[src/rfed_pkg.sv]
package rfed_pkg;

    localparam int TIME_W     = 32;
    localparam int NOISE_W    = 20;
    localparam int CFG_IDX_W  = 3;
    localparam int CFG_DATA_W = 32;

    localparam logic [CFG_IDX_W-1:0] CFG_LAUNCH_THR = 3'd0;
    localparam logic [CFG_IDX_W-1:0] CFG_GOAL_ALT   = 3'd1;
    localparam logic [CFG_IDX_W-1:0] CFG_FLOOR      = 3'd2;
    localparam logic [CFG_IDX_W-1:0] CFG_TIMEOUT    = 3'd3;
    localparam logic [CFG_IDX_W-1:0] CFG_OFFSET     = 3'd4;
    localparam logic [CFG_IDX_W-1:0] CFG_NOISE      = 3'd5;

    localparam int RST_LAUNCH_THR = 160;
    localparam int RST_GOAL_ALT   = 8000;
    localparam int RST_FLOOR      = 6400;
    localparam int RST_TIMEOUT    = 11000;
    localparam int RST_OFFSET     = 0;
    localparam int RST_NOISE      = 16;

    localparam logic [1:0] CNT_HIT = 2'd3;

    typedef struct packed {
        logic load;
        logic push;
        logic step;
        logic commit;
    } t_dp_cmd;

    typedef struct packed {
        logic scan_last;
    } t_dp_sts;

endpackage

[src/rfed_in_if.sv]
interface rfed_in_if #(
    parameter int ALT_WIDTH = 21
);
    logic                        valid;
    logic                        ready;
    logic                        func;
    logic [31:0]                 now_ms;
    logic signed [ALT_WIDTH-1:0] raw_altitude;

    modport source (output valid, output func, output now_ms, output raw_altitude,
                    input ready);
    modport sink (input valid, input func, input now_ms, input raw_altitude,
                  output ready);
endinterface

[src/rfed_out_if.sv]
interface rfed_out_if #(
    parameter int ALT_WIDTH = 21
);
    logic                        valid;
    logic                        ready;
    logic                        launched;
    logic                        goal_reached;
    logic                        deploy;
    logic signed [ALT_WIDTH-1:0] apogee;
    logic [31:0]                 flight_time_ms;
    logic                        descending;

    modport source (output valid, output launched, output goal_reached, output deploy,
                    output apogee, output flight_time_ms, output descending,
                    input ready);
    modport sink (input valid, input launched, input goal_reached, input deploy,
                  input apogee, input flight_time_ms, input descending,
                  output ready);
    modport mon (input valid, input ready, input launched, input goal_reached,
                 input deploy, input apogee, input flight_time_ms, input descending);
endinterface

[src/rfed_ctrl.sv]
module rfed_ctrl
    import rfed_pkg::*;
(
    input  logic    i_clk,
    input  logic    i_rst_n,
    input  logic    i_in_valid,
    output logic    o_in_ready,
    input  logic    i_out_ready,
    output logic    o_out_valid,
    input  t_dp_sts i_sts,
    output t_dp_cmd o_cmd
);

    localparam logic [1:0] ST_IDLE   = 2'd0;
    localparam logic [1:0] ST_PUSH   = 2'd1;
    localparam logic [1:0] ST_SCAN   = 2'd2;
    localparam logic [1:0] ST_DECIDE = 2'd3;

    logic [1:0] r_state, n_state;
    logic       r_out_valid, n_out_valid;

    always_comb begin
        n_state = r_state;
        o_cmd   = '0;
        case (r_state)
            ST_IDLE: begin
                if (i_in_valid) begin
                    o_cmd.load = 1'b1;
                    n_state    = ST_PUSH;
                end
            end
            ST_PUSH: begin
                o_cmd.push = 1'b1;
                n_state    = ST_SCAN;
            end
            ST_SCAN: begin
                o_cmd.step = 1'b1;
                if (i_sts.scan_last) begin
                    n_state = ST_DECIDE;
                end
            end
            ST_DECIDE: begin
                if (!r_out_valid || i_out_ready) begin
                    o_cmd.commit = 1'b1;
                    n_state      = ST_IDLE;
                end
            end
            default: begin
                n_state = ST_IDLE;
            end
        endcase
    end

    always_comb begin
        n_out_valid = r_out_valid;
        if (o_cmd.commit) begin
            n_out_valid = 1'b1;
        end else if (i_out_ready) begin
            n_out_valid = 1'b0;
        end
    end

    always_ff @(posedge i_clk) begin
        if (!i_rst_n) begin
            r_state     <= ST_IDLE;
            r_out_valid <= 1'b0;
        end else begin
            r_state     <= n_state;
            r_out_valid <= n_out_valid;
        end
    end

    assign o_in_ready  = (r_state == ST_IDLE);
    assign o_out_valid = r_out_valid;

endmodule

[src/rfed_dp.sv]
module rfed_dp
    import rfed_pkg::*;
#(
    parameter int WINDOW_DEPTH = 6,
    parameter int ALT_WIDTH    = 21
) (
    input  logic                        i_clk,
    input  logic                        i_rst_n,
    input  t_dp_cmd                     i_cmd,
    output t_dp_sts                     o_sts,
    input  logic                        i_cfg_wr_en,
    input  logic [CFG_IDX_W-1:0]        i_cfg_index,
    input  logic [CFG_DATA_W-1:0]       i_cfg_wdata,
    input  logic                        i_func,
    input  logic [TIME_W-1:0]           i_now_ms,
    input  logic signed [ALT_WIDTH-1:0] i_raw_altitude,
    output logic                        o_launched,
    output logic                        o_goal_reached,
    output logic                        o_deploy,
    output logic signed [ALT_WIDTH-1:0] o_apogee,
    output logic [TIME_W-1:0]           o_flight_time_ms,
    output logic                        o_descending
);

    localparam int D  = WINDOW_DEPTH;
    localparam int W  = ALT_WIDTH;
    localparam int IW = $clog2(D);
    localparam int FW = $clog2(D + 1);
    localparam int SW = $clog2(2 * D) + 1;
    localparam int DW = ((W > NOISE_W) ? W : NOISE_W) + 2;

    logic signed [W-1:0]       r_thr, r_goal, r_floor, r_offset;
    logic [TIME_W-1:0]         r_timeout;
    logic [NOISE_W-1:0]        r_noise;

    logic                      r_func;
    logic [TIME_W-1:0]         r_now;
    logic signed [W-1:0]       r_raw;

    logic signed [W-1:0]       r_win [D];
    logic [FW-1:0]             r_fill;

    logic                      r_launched, r_goal_flag, r_deploy;
    logic [TIME_W-1:0]         r_launch_time;
    logic signed [W-1:0]       r_highest;

    logic [IW-1:0]             r_idx;
    logic [1:0]                r_cnt_thr, r_cnt_goal, r_cnt_floor;
    logic                      r_mono;
    logic signed [W-1:0]       r_prev_ent;

    logic                      r_o_launched, r_o_goal, r_o_deploy, r_o_desc;
    logic signed [W-1:0]       r_o_apogee;
    logic [TIME_W-1:0]         r_o_ftime;

    logic signed [W-1:0]       alt_clamp;
    logic signed [W:0]         alt_diff;
    logic signed [W-1:0]       alt_sat;

    logic signed [W-1:0]       cur;
    logic [SW-1:0]             pos_sum;
    logic                      ent_valid, examined, prev_valid;

    logic signed [DW-1:0]      d_diff, nb_pos;
    logic                      noise_hit, falling;
    logic [TIME_W-1:0]         ftime;
    logic                      launch_now, timeout_hit;

    always_comb begin
        alt_clamp = r_raw[W-1] ? '0 : r_raw;
        alt_diff  = (W + 1)'(alt_clamp) - (W + 1)'(r_offset);
        if (alt_diff[W] != alt_diff[W-1]) begin
            alt_sat = alt_diff[W] ? {1'b1, {(W - 1){1'b0}}} : {1'b0, {(W - 1){1'b1}}};
        end else begin
            alt_sat = alt_diff[W-1:0];
        end
    end

    always_comb begin
        cur        = r_win[r_idx];
        pos_sum    = SW'(r_idx) + SW'(r_fill);
        ent_valid  = (pos_sum >= SW'(D));
        examined   = ent_valid && (SW'(r_idx) <= SW'(D - 4));
        prev_valid = (pos_sum >= SW'(D + 1));
    end

    always_comb begin
        d_diff      = DW'(r_win[D-1]) - DW'(r_win[D-2]);
        nb_pos      = signed'(DW'(r_noise));
        noise_hit   = (d_diff > -nb_pos) && (d_diff < nb_pos);
        falling     = (r_fill >= FW'(2)) && !noise_hit && r_mono;
        ftime       = r_now - r_launch_time;
        timeout_hit = (ftime > r_timeout);
        launch_now  = !r_launched && (r_cnt_thr == CNT_HIT);
    end

    assign o_sts.scan_last = (r_idx == IW'(D - 1));

    always_ff @(posedge i_clk) begin
        if (!i_rst_n) begin
            r_thr     <= W'(RST_LAUNCH_THR);
            r_goal    <= W'(RST_GOAL_ALT);
            r_floor   <= W'(RST_FLOOR);
            r_timeout <= TIME_W'(RST_TIMEOUT);
            r_offset  <= W'(RST_OFFSET);
            r_noise   <= NOISE_W'(RST_NOISE);
        end else if (i_cfg_wr_en) begin
            case (i_cfg_index)
                CFG_LAUNCH_THR: r_thr     <= signed'(i_cfg_wdata[W-1:0]);
                CFG_GOAL_ALT:   r_goal    <= signed'(i_cfg_wdata[W-1:0]);
                CFG_FLOOR:      r_floor   <= signed'(i_cfg_wdata[W-1:0]);
                CFG_TIMEOUT:    r_timeout <= i_cfg_wdata[TIME_W-1:0];
                CFG_OFFSET:     r_offset  <= signed'(i_cfg_wdata[W-1:0]);
                CFG_NOISE:      r_noise   <= i_cfg_wdata[NOISE_W-1:0];
                default: begin
                end
            endcase
        end
    end

    always_ff @(posedge i_clk) begin
        if (i_cmd.load) begin
            r_func <= i_func;
            r_now  <= i_now_ms;
            r_raw  <= i_raw_altitude;
        end
        if (i_cmd.push && !r_func) begin
            for (int j = 0; j < D - 1; j++) begin
                r_win[j] <= r_win[j+1];
            end
            r_win[D-1] <= alt_sat;
        end
        if (i_cmd.push) begin
            r_idx <= '0;
        end else if (i_cmd.step) begin
            r_idx      <= r_idx + IW'(1);
            r_prev_ent <= cur;
        end
        if (i_cmd.commit) begin
            r_o_launched <= r_launched || launch_now;
            r_o_apogee   <= r_highest;
            if (!r_launched) begin
                r_o_goal   <= r_goal_flag;
                r_o_deploy <= r_deploy;
                r_o_ftime  <= '0;
                r_o_desc   <= 1'b0;
            end else begin
                r_o_goal   <= r_goal_flag || (r_cnt_goal == CNT_HIT);
                r_o_deploy <= r_deploy || timeout_hit || (falling && r_cnt_floor == CNT_HIT);
                r_o_ftime  <= ftime;
                r_o_desc   <= !r_deploy && falling;
            end
        end
    end

    always_ff @(posedge i_clk) begin
        if (!i_rst_n) begin
            r_fill        <= '0;
            r_launched    <= 1'b0;
            r_goal_flag   <= 1'b0;
            r_deploy      <= 1'b0;
            r_launch_time <= '0;
            r_highest     <= '0;
            r_cnt_thr     <= '0;
            r_cnt_goal    <= '0;
            r_cnt_floor   <= '0;
            r_mono        <= 1'b1;
        end else begin
            if (i_cmd.push) begin
                if (!r_func && r_fill != FW'(D)) begin
                    r_fill <= r_fill + FW'(1);
                end
                r_cnt_thr   <= '0;
                r_cnt_goal  <= '0;
                r_cnt_floor <= '0;
                r_mono      <= 1'b1;
            end else if (i_cmd.step) begin
                if (examined) begin
                    if (cur > r_thr && r_cnt_thr != CNT_HIT) begin
                        r_cnt_thr <= r_cnt_thr + 2'd1;
                    end
                    if (cur > r_goal && r_cnt_goal != CNT_HIT) begin
                        r_cnt_goal <= r_cnt_goal + 2'd1;
                    end
                    if (cur < r_floor && r_cnt_floor != CNT_HIT) begin
                        r_cnt_floor <= r_cnt_floor + 2'd1;
                    end
                    if (r_launched && cur > r_highest) begin
                        r_highest <= cur;
                    end
                end
                if (prev_valid && r_prev_ent < cur) begin
                    r_mono <= 1'b0;
                end
            end
            if (i_cmd.commit) begin
                if (launch_now) begin
                    r_launched    <= 1'b1;
                    r_launch_time <= r_now;
                end
                if (r_launched) begin
                    if (r_cnt_goal == CNT_HIT) begin
                        r_goal_flag <= 1'b1;
                    end
                    if (timeout_hit || (falling && r_cnt_floor == CNT_HIT)) begin
                        r_deploy <= 1'b1;
                    end
                end
            end
        end
    end

    assign o_launched       = r_o_launched;
    assign o_goal_reached   = r_o_goal;
    assign o_deploy         = r_o_deploy;
    assign o_apogee         = r_o_apogee;
    assign o_flight_time_ms = r_o_ftime;
    assign o_descending     = r_o_desc;

endmodule

[src/rocket_flight_event_detector.sv]
// Flight event detector for a sounding rocket.
// Input channel i_in carries one item per transfer: func 0 is an altitude
// sample (clamped at zero, ground offset removed, pushed into the window),
// func 1 is a time tick that only re-evaluates. Output channel o_out returns
// exactly one result per input item, in order: launched, goal_reached,
// sticky deploy, apogee, flight time and the descending check of that step.
// Configuration is written through i_cfg_wr_en / i_cfg_index / i_cfg_wdata
// while no item is in flight; registers take effect on the next item.
// From the input transfer to o_out.valid the sample is pushed, the scan unit
// walks the window one entry per cycle, and the decide step registers the
// result; a stalled receiver can hold the result in the decide step.
// The block takes no new item before it is through with the last one: the
// single scan unit visits the window entries one per cycle, and the next
// transfer is taken only in the idle state.
// Reset (synchronous, active low) empties the window, clears all flags,
// apogee and launch time, and restores the register defaults.
// When the receiver stalls, the finished result holds in the output register
// and the next item is still accepted; its result waits in the decide step
// until the output register is taken.
module rocket_flight_event_detector
    import rfed_pkg::*;
#(
    parameter int WINDOW_DEPTH = 6,
    parameter int ALT_WIDTH    = 21
) (
    input  logic                  i_clk,
    input  logic                  i_rst_n,
    input  logic                  i_cfg_wr_en,
    input  logic [CFG_IDX_W-1:0]  i_cfg_index,
    input  logic [CFG_DATA_W-1:0] i_cfg_wdata,
    rfed_in_if.sink               i_in,
    rfed_out_if.source            o_out
);

    t_dp_cmd cmd;
    t_dp_sts sts;

    rfed_ctrl u_ctrl (
        .i_clk       (i_clk),
        .i_rst_n     (i_rst_n),
        .i_in_valid  (i_in.valid),
        .o_in_ready  (i_in.ready),
        .i_out_ready (o_out.ready),
        .o_out_valid (o_out.valid),
        .i_sts       (sts),
        .o_cmd       (cmd)
    );

    rfed_dp #(
        .WINDOW_DEPTH (WINDOW_DEPTH),
        .ALT_WIDTH    (ALT_WIDTH)
    ) u_dp (
        .i_clk            (i_clk),
        .i_rst_n          (i_rst_n),
        .i_cmd            (cmd),
        .o_sts            (sts),
        .i_cfg_wr_en      (i_cfg_wr_en),
        .i_cfg_index      (i_cfg_index),
        .i_cfg_wdata      (i_cfg_wdata),
        .i_func           (i_in.func),
        .i_now_ms         (i_in.now_ms),
        .i_raw_altitude   (i_in.raw_altitude),
        .o_launched       (o_out.launched),
        .o_goal_reached   (o_out.goal_reached),
        .o_deploy         (o_out.deploy),
        .o_apogee         (o_out.apogee),
        .o_flight_time_ms (o_out.flight_time_ms),
        .o_descending     (o_out.descending)
    );

endmodule

[src/flat_wrapper.sv]
// flat-port wrapper written by rule: the top's interface ports become plain ports
module rocket_flight_event_detector_flat import rfed_pkg::*;
#(
    parameter int WINDOW_DEPTH = 6,
    parameter int ALT_WIDTH    = 21
)
  (i_clk, i_rst_n, i_cfg_wr_en, i_cfg_index, i_cfg_wdata, i_in_valid, i_in_func, i_in_now_ms, i_in_raw_altitude, i_in_ready, o_out_valid, o_out_launched, o_out_goal_reached, o_out_deploy, o_out_apogee, o_out_flight_time_ms, o_out_descending, o_out_ready);
  rfed_in_if #(.ALT_WIDTH(ALT_WIDTH)) i_in_i ();
  rfed_out_if #(.ALT_WIDTH(ALT_WIDTH)) o_out_i ();
  input  logic i_clk;
  input  logic i_rst_n;
  input  logic i_cfg_wr_en;
  input  logic [CFG_IDX_W-1:0] i_cfg_index;
  input  logic [CFG_DATA_W-1:0] i_cfg_wdata;
  input wire logic [$bits(i_in_i.valid)-1:0] i_in_valid;
  input wire logic [$bits(i_in_i.func)-1:0] i_in_func;
  input wire logic [$bits(i_in_i.now_ms)-1:0] i_in_now_ms;
  input wire logic [$bits(i_in_i.raw_altitude)-1:0] i_in_raw_altitude;
  output wire logic [$bits(i_in_i.ready)-1:0] i_in_ready;
  output wire logic [$bits(o_out_i.valid)-1:0] o_out_valid;
  output wire logic [$bits(o_out_i.launched)-1:0] o_out_launched;
  output wire logic [$bits(o_out_i.goal_reached)-1:0] o_out_goal_reached;
  output wire logic [$bits(o_out_i.deploy)-1:0] o_out_deploy;
  output wire logic [$bits(o_out_i.apogee)-1:0] o_out_apogee;
  output wire logic [$bits(o_out_i.flight_time_ms)-1:0] o_out_flight_time_ms;
  output wire logic [$bits(o_out_i.descending)-1:0] o_out_descending;
  input wire logic [$bits(o_out_i.ready)-1:0] o_out_ready;
  assign i_in_i.valid = i_in_valid;
  assign i_in_i.func = i_in_func;
  assign i_in_i.now_ms = i_in_now_ms;
  assign i_in_i.raw_altitude = i_in_raw_altitude;
  assign i_in_ready = i_in_i.ready;
  assign o_out_valid = o_out_i.valid;
  assign o_out_launched = o_out_i.launched;
  assign o_out_goal_reached = o_out_i.goal_reached;
  assign o_out_deploy = o_out_i.deploy;
  assign o_out_apogee = o_out_i.apogee;
  assign o_out_flight_time_ms = o_out_i.flight_time_ms;
  assign o_out_descending = o_out_i.descending;
  assign o_out_i.ready = o_out_ready;
  rocket_flight_event_detector #(.WINDOW_DEPTH(WINDOW_DEPTH), .ALT_WIDTH(ALT_WIDTH)) u_core (.i_clk(i_clk), .i_rst_n(i_rst_n), .i_cfg_wr_en(i_cfg_wr_en), .i_cfg_index(i_cfg_index), .i_cfg_wdata(i_cfg_wdata), .i_in(i_in_i), .o_out(o_out_i));
endmodule
[config.mk]
export PLATFORM = sky130hd
export DESIGN_NAME = rocket_flight_event_detector_flat
export DESIGN_NICKNAME = d
export VERILOG_FILES = /design/src/rfed_pkg.sv /design/src/rfed_in_if.sv /design/src/rfed_out_if.sv /design/src/rfed_ctrl.sv /design/src/rfed_dp.sv /design/src/rocket_flight_event_detector.sv /design/src/flat_wrapper.sv
export SDC_FILE = /design/constraint.sdc
export NUM_CORES = 1
export LEC_CHECK = 0
export BUFFER_PORTS_ARGS = -buffer_cell sky130_fd_sc_hd__clkbuf_2
export CORE_ASPECT_RATIO = 1.2
export CORE_MARGIN = 5
export CORE_UTILIZATION = 30
export CTS_CLUSTER_DIAMETER = 200
export DETAILED_ROUTE_END_ITERATION = 10
export PLACE_DENSITY = 0.53
export SYNTH_ARGS = -nofsm -noshare
export SYNTH_HDL_FRONTEND = slang
export SYNTH_HIERARCHICAL = 1
export SYNTH_SLANG_ARGS = --single-unit
[constraint.sdc]
create_clock -name i_clk -period 13.5 [get_ports i_clk]
set_input_delay 2.025 -clock i_clk [delete_from_list [all_inputs] [get_ports i_clk]]
set_output_delay 2.025 -clock i_clk [all_outputs]
set_load 0.02 [all_outputs]
==> results of run 1 <==
[layout make-up]
class,instances,area share [%]
flip-flops and latches,469,40.6
inverters,262,3.34
multi-input cells,1727,42.2
clock buffers,70,4.78
diodes,5,0.0424
well taps,1130,4.80
clock inverters,24,0.751
repair buffers,186,3.45
[worst reg2reg max path: cells and delay by family, from the launching register on]
| kind | cells | cell delay (ns) |
|---|---|---|
| DFF | 1 | 0.34 |
| xor gates and xnor gates | 1 | 0.21 |
| adders and majority gates | 3 | 0.69 |
| AOI/OAI and AO/OA | 15 | 3.10 |
| buffers and inverters | 2 | 0.12 |
| and+or+nand+nor | 3 | 0.54 |
[power by group through the flow]
stage	sequential (W)	combinational, W	clock (W)
after global placement	0.00184	0.00202	0
final	0.00181	0.00201	0.00137
after global routing	0.00182	0.00227	0.00148
after CTS	0.00181	0.00204	0.00142
after floorplan	0.00183	0.00138	0
after detailed placement	0.00184	0.00202	0
[metrics by stage]
step,instance area (sq um),worst slack (ns),instances,power [W],util [%]
after floorplan,25700,6.32,2545,0.00321,-
after CTS,29500,8.17,3868,0.00527,34.7
after global routing,29500,7.82,3868,0.00557,34.7
final,29500,8.28,3873,0.00518,34.7
after global placement,27800,8.23,3774,0.00385,32.8
after detailed placement,27800,8.19,3774,0.00386,32.8
[per-layer routing]
layer	share of wire [%]	global-route usage [%]
met4	3.4	4.80
met1	44	17.5
met2	49	25.2
met5	0.088	0
met3	4.1	2.66
[cells in the final DEF, fill, tap and decap left out, drive strengths merged, types with 34 or more instances in the layout]
cell / instances
nor2: 96
ha: 257
dfxtp: 211
xnor2: 59
nand4: 36
nand3: 34
buf: 35
inv: 263
edfxtp: 258
nor2b: 50
mux2i: 49
a21boi: 155
o21ai: 66
nand2: 387
a21oi: 124
a21o: 71
and2: 59
clkbuf: 221
[how the worst max path moves through the flow]
stage | from | end | slack [ns]
after global routing | u_core/u_dp/r_now[0]$_DFFE_PP_ | u_core/u_dp/o_deploy$_DFFE_PP_ | 7.82
after global placement | u_core/u_dp/r_now[0]$_DFFE_PP_ | u_core/u_dp/o_deploy$_DFFE_PP_ | 8.23
after CTS | u_core/u_dp/r_now[0]$_DFFE_PP_ | u_core/u_dp/o_deploy$_DFFE_PP_ | 8.17
after detailed placement | u_core/u_dp/r_now[0]$_DFFE_PP_ | u_core/u_dp/o_deploy$_DFFE_PP_ | 8.19
after floorplan | u_core/u_ctrl/r_state[1]$_SDFFE_PN0P_ | u_core/u_dp/r_fill[2]$_SDFFE_PN0P_ | 6.32
final | u_core/u_dp/r_now[0]$_DFFE_PP_ | u_core/u_dp/o_deploy$_DFFE_PP_ | 8.28
[cells in the mapped netlist, types with 5 or more instances]
master and number:
nor2b_1 49, or2_2 13, and3_1 9, mux4_2 21
ha_1 257, a211oi_1 9, nand4_1 36, clkbuf_1 74
nor4_1 7, o21ai_0 61, a31oi_1 9, nand3_1 32
edfxtp_1 258, o21a_1 31, a21boi_0 153, xor2_1 24
xnor2_1 59, a311oi_1 5, a21oi_1 120, and4_1 7
o21bai_1 10, nand2_1 387, mux2i_1 49, dfxtp_1 211
nor2_1 96, a21o_1 69, nand2b_1 20, and2_1 58
o31ai_1 6, inv_1 262, o2111ai_1 5, nor3_1 15
o211ai_1 30
[sequential cells by signal, indices dropped and copies added, names as in the netlist, 32 cells and up, named ones only]
register                      count
u_core/u_dp/r_launch_time        32
u_core/u_dp/r_win               126
u_core/u_dp/r_now                32
u_core/u_dp/o_flight_time_ms     32
u_core/u_dp/r_timeout            32
[kinds of logic after synthesis]
group,Yosys count,share of synthesized area [%]
buffers and inverters,349,5.24
XOR/XNOR,84,2.91
adder cells (fa/ha/maj),264,12.9
flip-flops,469,46.5
AND/OR/NAND/NOR,755,13.8
multiplexers,71,3.79
AO/OA/AOI/OAI,553,14.8
==> flow_summary.yaml, run 1 <==
synthesis:
  synth.distinct_cells: 87
  synth_top_flop_cell: "edfxtp_1"
  yosysSeqAreaShare_pct: 46.5
  synth_edf_count: 258
  synth_fp_nets: 2900
  postSynthCellCount: 2545
  async_flop_share_pct: 0
  syn-cell-area_sq_mm: 0.0257
  yosys.area.top_type_share_pct: 30.1
  synth_area_leader_cell: "edfxtp_1"
  ys_ff_latch: 469
  ys_top_cells_by_area: "edfxtp_1 (30%), dfxtp_1 (16%), ha_1 (13%)"
  yosysWarnings: 6
  syn_avg_cell_area_sq_um: 10.1
power_and_ir_drop:
  switching_share_pct: 35.9
  switchingPower_w: 0.00186
  p_leak_nw: 11.2
  comb_power_share_pct: 38.7
  p_clk_share_pct: 26.4
  power_frac_seq_pct: 34.9
  pwr_density_cell_mw_per_mm2: 176
  p_int_w: 0.00332
  vdd_drop_max_uv: 95.3
clock_network:
  ctsLongestPathBuffers: 3
  hold_buffers: 0
  clkSinkCount: 469
  cts-htree-levels: 2
  clk_root_buffer_cell: "clkbuf_16"
  cts_resized: 0
  cts_buffers: 50
  clk_pin_slew_ns: 0.06
  clk_latency_ns: 0.61
  postCtsSetupBuffers: 0
  cts_tree: "done"
final_layout:
  nets: 3051
  area_growth_pct: 14.6
  multi_input_area_sq_mm: 0.0125
  fillers: 8756
  regArea_sq_mm: 0.0120
  drive_above_1_share_pct: 12.1
worst_hold_path:
  hold_path_startpoint: "u_core/u_dp/r_win[3][16]$_DFFE_PP_"
  hold_path.class: "reg -> reg"
  hold_end: "u_core/u_dp/r_win[2][16]$_DFFE_PP_"
  min_path_cells: 0
flow_run:
  drv_cap: 0
routing:
  dr_total_vias: 18100
  drcViolationCount: 0
  drt-pass1-iter-count: 5
  wirelength_um: 67000
  avgRoutedWirePerCell_um: 17.3
  drt_iter0_drc: 876
  detail-route-antenna-nets: 0
  viasPerCell: 4.68
grt:
  grt-ovfl-total: 0
  grt_pass1_wl_um: 104000
  antenna_found_initial: 9
  grtUsageTotal_pct: 14.2
  grt_pass1_vias: 18000
  grt_max_degree: 94
placed_design:
  gp_congestion: 0.805
  io_buffers: 152
  dp_hpwl_um: 50100
worst_setup_path:
  worst-endpoint-required_ns: 13.86
  cp.depth: 24
  rrSetupSlack_ns: 8.28
  start_kind: "flip-flop"
  rr_worst_depth: 24
  crit_family: "compound AO/OA/AOI/OAI gates"
  cp_slowest_cell: "a211oi_1"
  r2r-end: "u_core/u_dp/o_deploy$_DFFE_PP_"
  worstPathCellList: "inv_1, ha_1, inv_1, fa_1, a21oi_1, nand4b_1, a21boi_0, o2111ai_1, a211oi_1, o21ai_0, a31oi_1, a311oi_1, xnor2_1, ha_1, a21o_1, a21o_1, a21o_1, a21o_1, a21o_1, a21oi_1, o21ai_0, and2_1, nor3_1, o21ai_1"
  worstPathArrival_ns: 5.58
  worstSetupPathType: "reg -> reg"
  worstReg2RegStart: "u_core/u_dp/r_now[0]$_DFFE_PP_"
  cp_common_cell: "a21o_1"
  crit_path_max_fanout: 3
  cp_slowest_stage_delay_ns: 0.52
  worst-path-buf-inv: 2
  end_kind: "flip-flop"
die:
  fp.coreArea_sq_mm: 0.0849
  rows: 117
  pin_count: 153
  die_w_um: 277
  initial_core_util_pct: 30.3
  dieArea_sq_mm: 0.0917
  die_h_um: 331
timing:
  hold_violations: 0
  tns_ns: 0
  worstMarginPinSlew_ns: 1.14
  period_needed_ns: 5.22
  setup_viol: 0
  slew_headroom_pct: 24.1
  skew_ns: 0.0350
  fmax_mhz: 191
  grt_setup_unrepaired: "false"
  fin_hold_ws_ns: 0.429
  maxSlewViolCount: 0
  period_share_pct: 38.7
run_status:
  status: "complete, no violations"
No activity file was read; power rests on OpenSTA's default activity.
==> inputs of run 2 (changes only) <==
PLACE_DENSITY = 0.55   (was 0.53)
clock period = 4.7 ns   (was 13.5 ns; I/O delays follow)
==> run 2 against run 1 <==
  * Routed wire length increased by 0.89%
  * Worst hold slack got worse by 0.16 ns
  * Cell count increased by 3.0%
  * Power increased to 3.0 times the previous value
  * Combinational power increased to 3.1 times the previous value
  * Via count increased by 2.0%
  * Global-route usage increased by 0.20 points
  * Die area unchanged
  * Critical endpoint unchanged
  * Largest cell class unchanged
==> flow_summary.yaml, run 2 (synthesis gave the netlist of run 1 again) <==
die:
  fp.coreArea_sq_mm: 0.0849
  die_w_um: 277
  dieArea_sq_mm: 0.0917
  initial_core_util_pct: 30.3
  pin_count: 153
  die_h_um: 331
  rows: 117
clock_network:
  clk_pin_slew_ns: 0.07
  cts_tree: "done"
  clk_latency_ns: 0.61
  clk_root_buffer_cell: "clkbuf_16"
  cts_buffers: 49
  cts-htree-levels: 2
  clkSinkCount: 469
  ctsLongestPathBuffers: 3
routing:
  detail-route-antenna-nets: 0
  drcViolationCount: 0
  viasPerCell: 4.63
  drt_iter0_drc: 807
  dr_total_vias: 18500
  avgRoutedWirePerCell_um: 16.9
  drt-pass1-iter-count: 7
  wirelength_um: 67500
final_layout:
  registers.top_by_ff_count: "u_core/u_dp/r_win"
  nets: 3171
  layout_common_cells: "nand2_1 (387), inv_1 (261), edfxtp_1 (258)"
  final_util_pct: 36.2
  area_growth_pct: 19.4
  largest_register_ffs: 126
  final_common_cell: "nand2_1"
  design_area_sq_mm: 0.0307
  drive_above_1_share_pct: 17.0
  final-instance-count-excl-fill: 3989
timing:
  worstMarginPinSlew_ns: 1.11
  fmax_mhz: 216
  skew_ns: 0.0249
  period_needed_ns: 4.63
  period_share_pct: 98.4
  slew_headroom_pct: 26.0
  grt_setup_unrepaired: "true"
  setup_viol: 0
  hold_violations: 0
  tns_ns: 0
  worst_slack_ns: 0.0737
  maxSlewViolCount: 0
placed_design:
  placedCellCount: 3886
  dp_hpwl_um: 51300
  dp_slack_ns: -0.522
  placed_cell_area_sq_mm: 0.0287
  io_buffers: 152
  gp_congestion: 0.865
worst_setup_path:
  worstSetupPathType: "reg -> reg"
  start_kind: "flip-flop"
  crit_path_max_fanout: 4
  rrSetupSlack_ns: 0.07
  worstPathArrival_ns: 4.97
  end_kind: "flip-flop"
  worst-endpoint-required_ns: 5.05
grt:
  grt_pass1_vias: 18400
  grtUsageTotal_pct: 14.4
  grt_pass1_wl_um: 105000
  antenna_found_initial: 11
  grt_max_degree: 98
  grt-ovfl-total: 0
  grt.met3_usage_pct: 2.42
  gr-usage-met1_pct: 17.7
  met2_usage_pct: 26.1
  top_usage_layer: "met2"
run_status:
  status: "complete, no violations"
power_and_ir_drop:
  vdd_drop_max_uv: 278
  p_leak_nw: 11.9
  pwr_density_cell_mw_per_mm2: 509
flow_run:
  drv_cap: 0
worst_hold_path:
  hold_path.class: "in -> reg"
[run 2: cell types whose count changed in the layout (fill, tap and decap cells not counted), moves of 5 or more]
| cell | delta |
|---|---|
| a21oi_2 | +9 |
| o21ai_0 | -5 |
| buf_4 | +116 |
| buf_12 | +5 |
| clkinv_2 | -5 |
| a21oi_1 | -9 |
[run 2: worst paths after layout]
kind	startpoint	depth (start not counted)	endpoint
setup / recovery	u_core/u_dp/r_now[1]$_DFFE_PP_	23	u_core/u_dp/o_deploy$_DFFE_PP_
hold reg to reg	u_core/u_dp/r_highest[6]$_SDFFE_PN0P_	0	u_core/u_dp/o_apogee[6]$_DFFE_PP_
setup reg to reg	u_core/u_dp/r_now[1]$_DFFE_PP_	23	u_core/u_dp/o_deploy$_DFFE_PP_
hold / removal	i_in_now_ms[30]	1	u_core/u_dp/r_now[30]$_DFFE_PP_
[run 2: layout make-up]
type | instances | area (sq um)
clock inverters | 19 | 265
clock buffers | 71 | 1460
repair buffers | 307 | 1990
inverters | 262 | 983
fillers | 8637 | 54200
well taps | 1130 | 1410
diodes | 4 | 10.0
multi-input cells | 1727 | 12600
flip-flops and latches | 469 | 12000
[run 2: through the flow]
stage / hold slack [ns] / total power (W)
final: 0.268 / 0.0156
after global routing: 0.235 / 0.0168
after CTS: 0.211 / 0.0158
after detailed placement: 0.414 / 0.0115
after global placement: 0.413 / 0.0115
after floorplan: 0.408 / 0.00919
[run 2: worst max-delay path: stages, from the launching register on]
cell	delay (ns)
edfxtp_1	0.44
ha_1	0.31
nor2b_1	0.13
o21ai_1	0.18
a21boi_1	0.11
o21ai_1	0.20
o21ai_0	0.12
buf_4	0.16
a21bo_2	0.22
a211o_1	0.28
a21oi_2	0.19
xnor2_2	0.16
ha_1	0.28
a21o_1	0.16
a21o_1	0.18
a21o_1	0.17
a21o_1	0.17
a21o_1	0.17
a21o_1	0.18
a21oi_2	0.13
o21ai_1	0.07
and2_4	0.16
nor3_2	0.14
o21ai_1	0.08
[run 2: layer usage]
| layer | up-vias | part of all wire [%] |
|---|---|---|
| li1 | 9455 | - |
| met1 | 8668 | 44 |
| met2 | 250 | 50 |
| met3 | 94 | 3.5 |
| met4 | 12 | 2.6 |
| met5 | - | 0.14 |
[run 2: power breakdown]
part           switching, W  total, W  internal (W)
Clock               0.00168   0.00417       0.00249
Sequential         0.000247   0.00518       0.00493
Combinational       0.00353   0.00629       0.00275
Total               0.00546    0.0156        0.0102
[run 2: repair_timing]
| item | in CTS | in global routing |
|---|---|---|
| setup buffers | 3 | 6 |
| pin swaps | 7 | 19 |
| resized for setup | 18 | 25 |
| cloned | 0 | 0 |
| hold buffers | 0 | 0 |
| endpoints found under the setup margin | 3 | 3 |
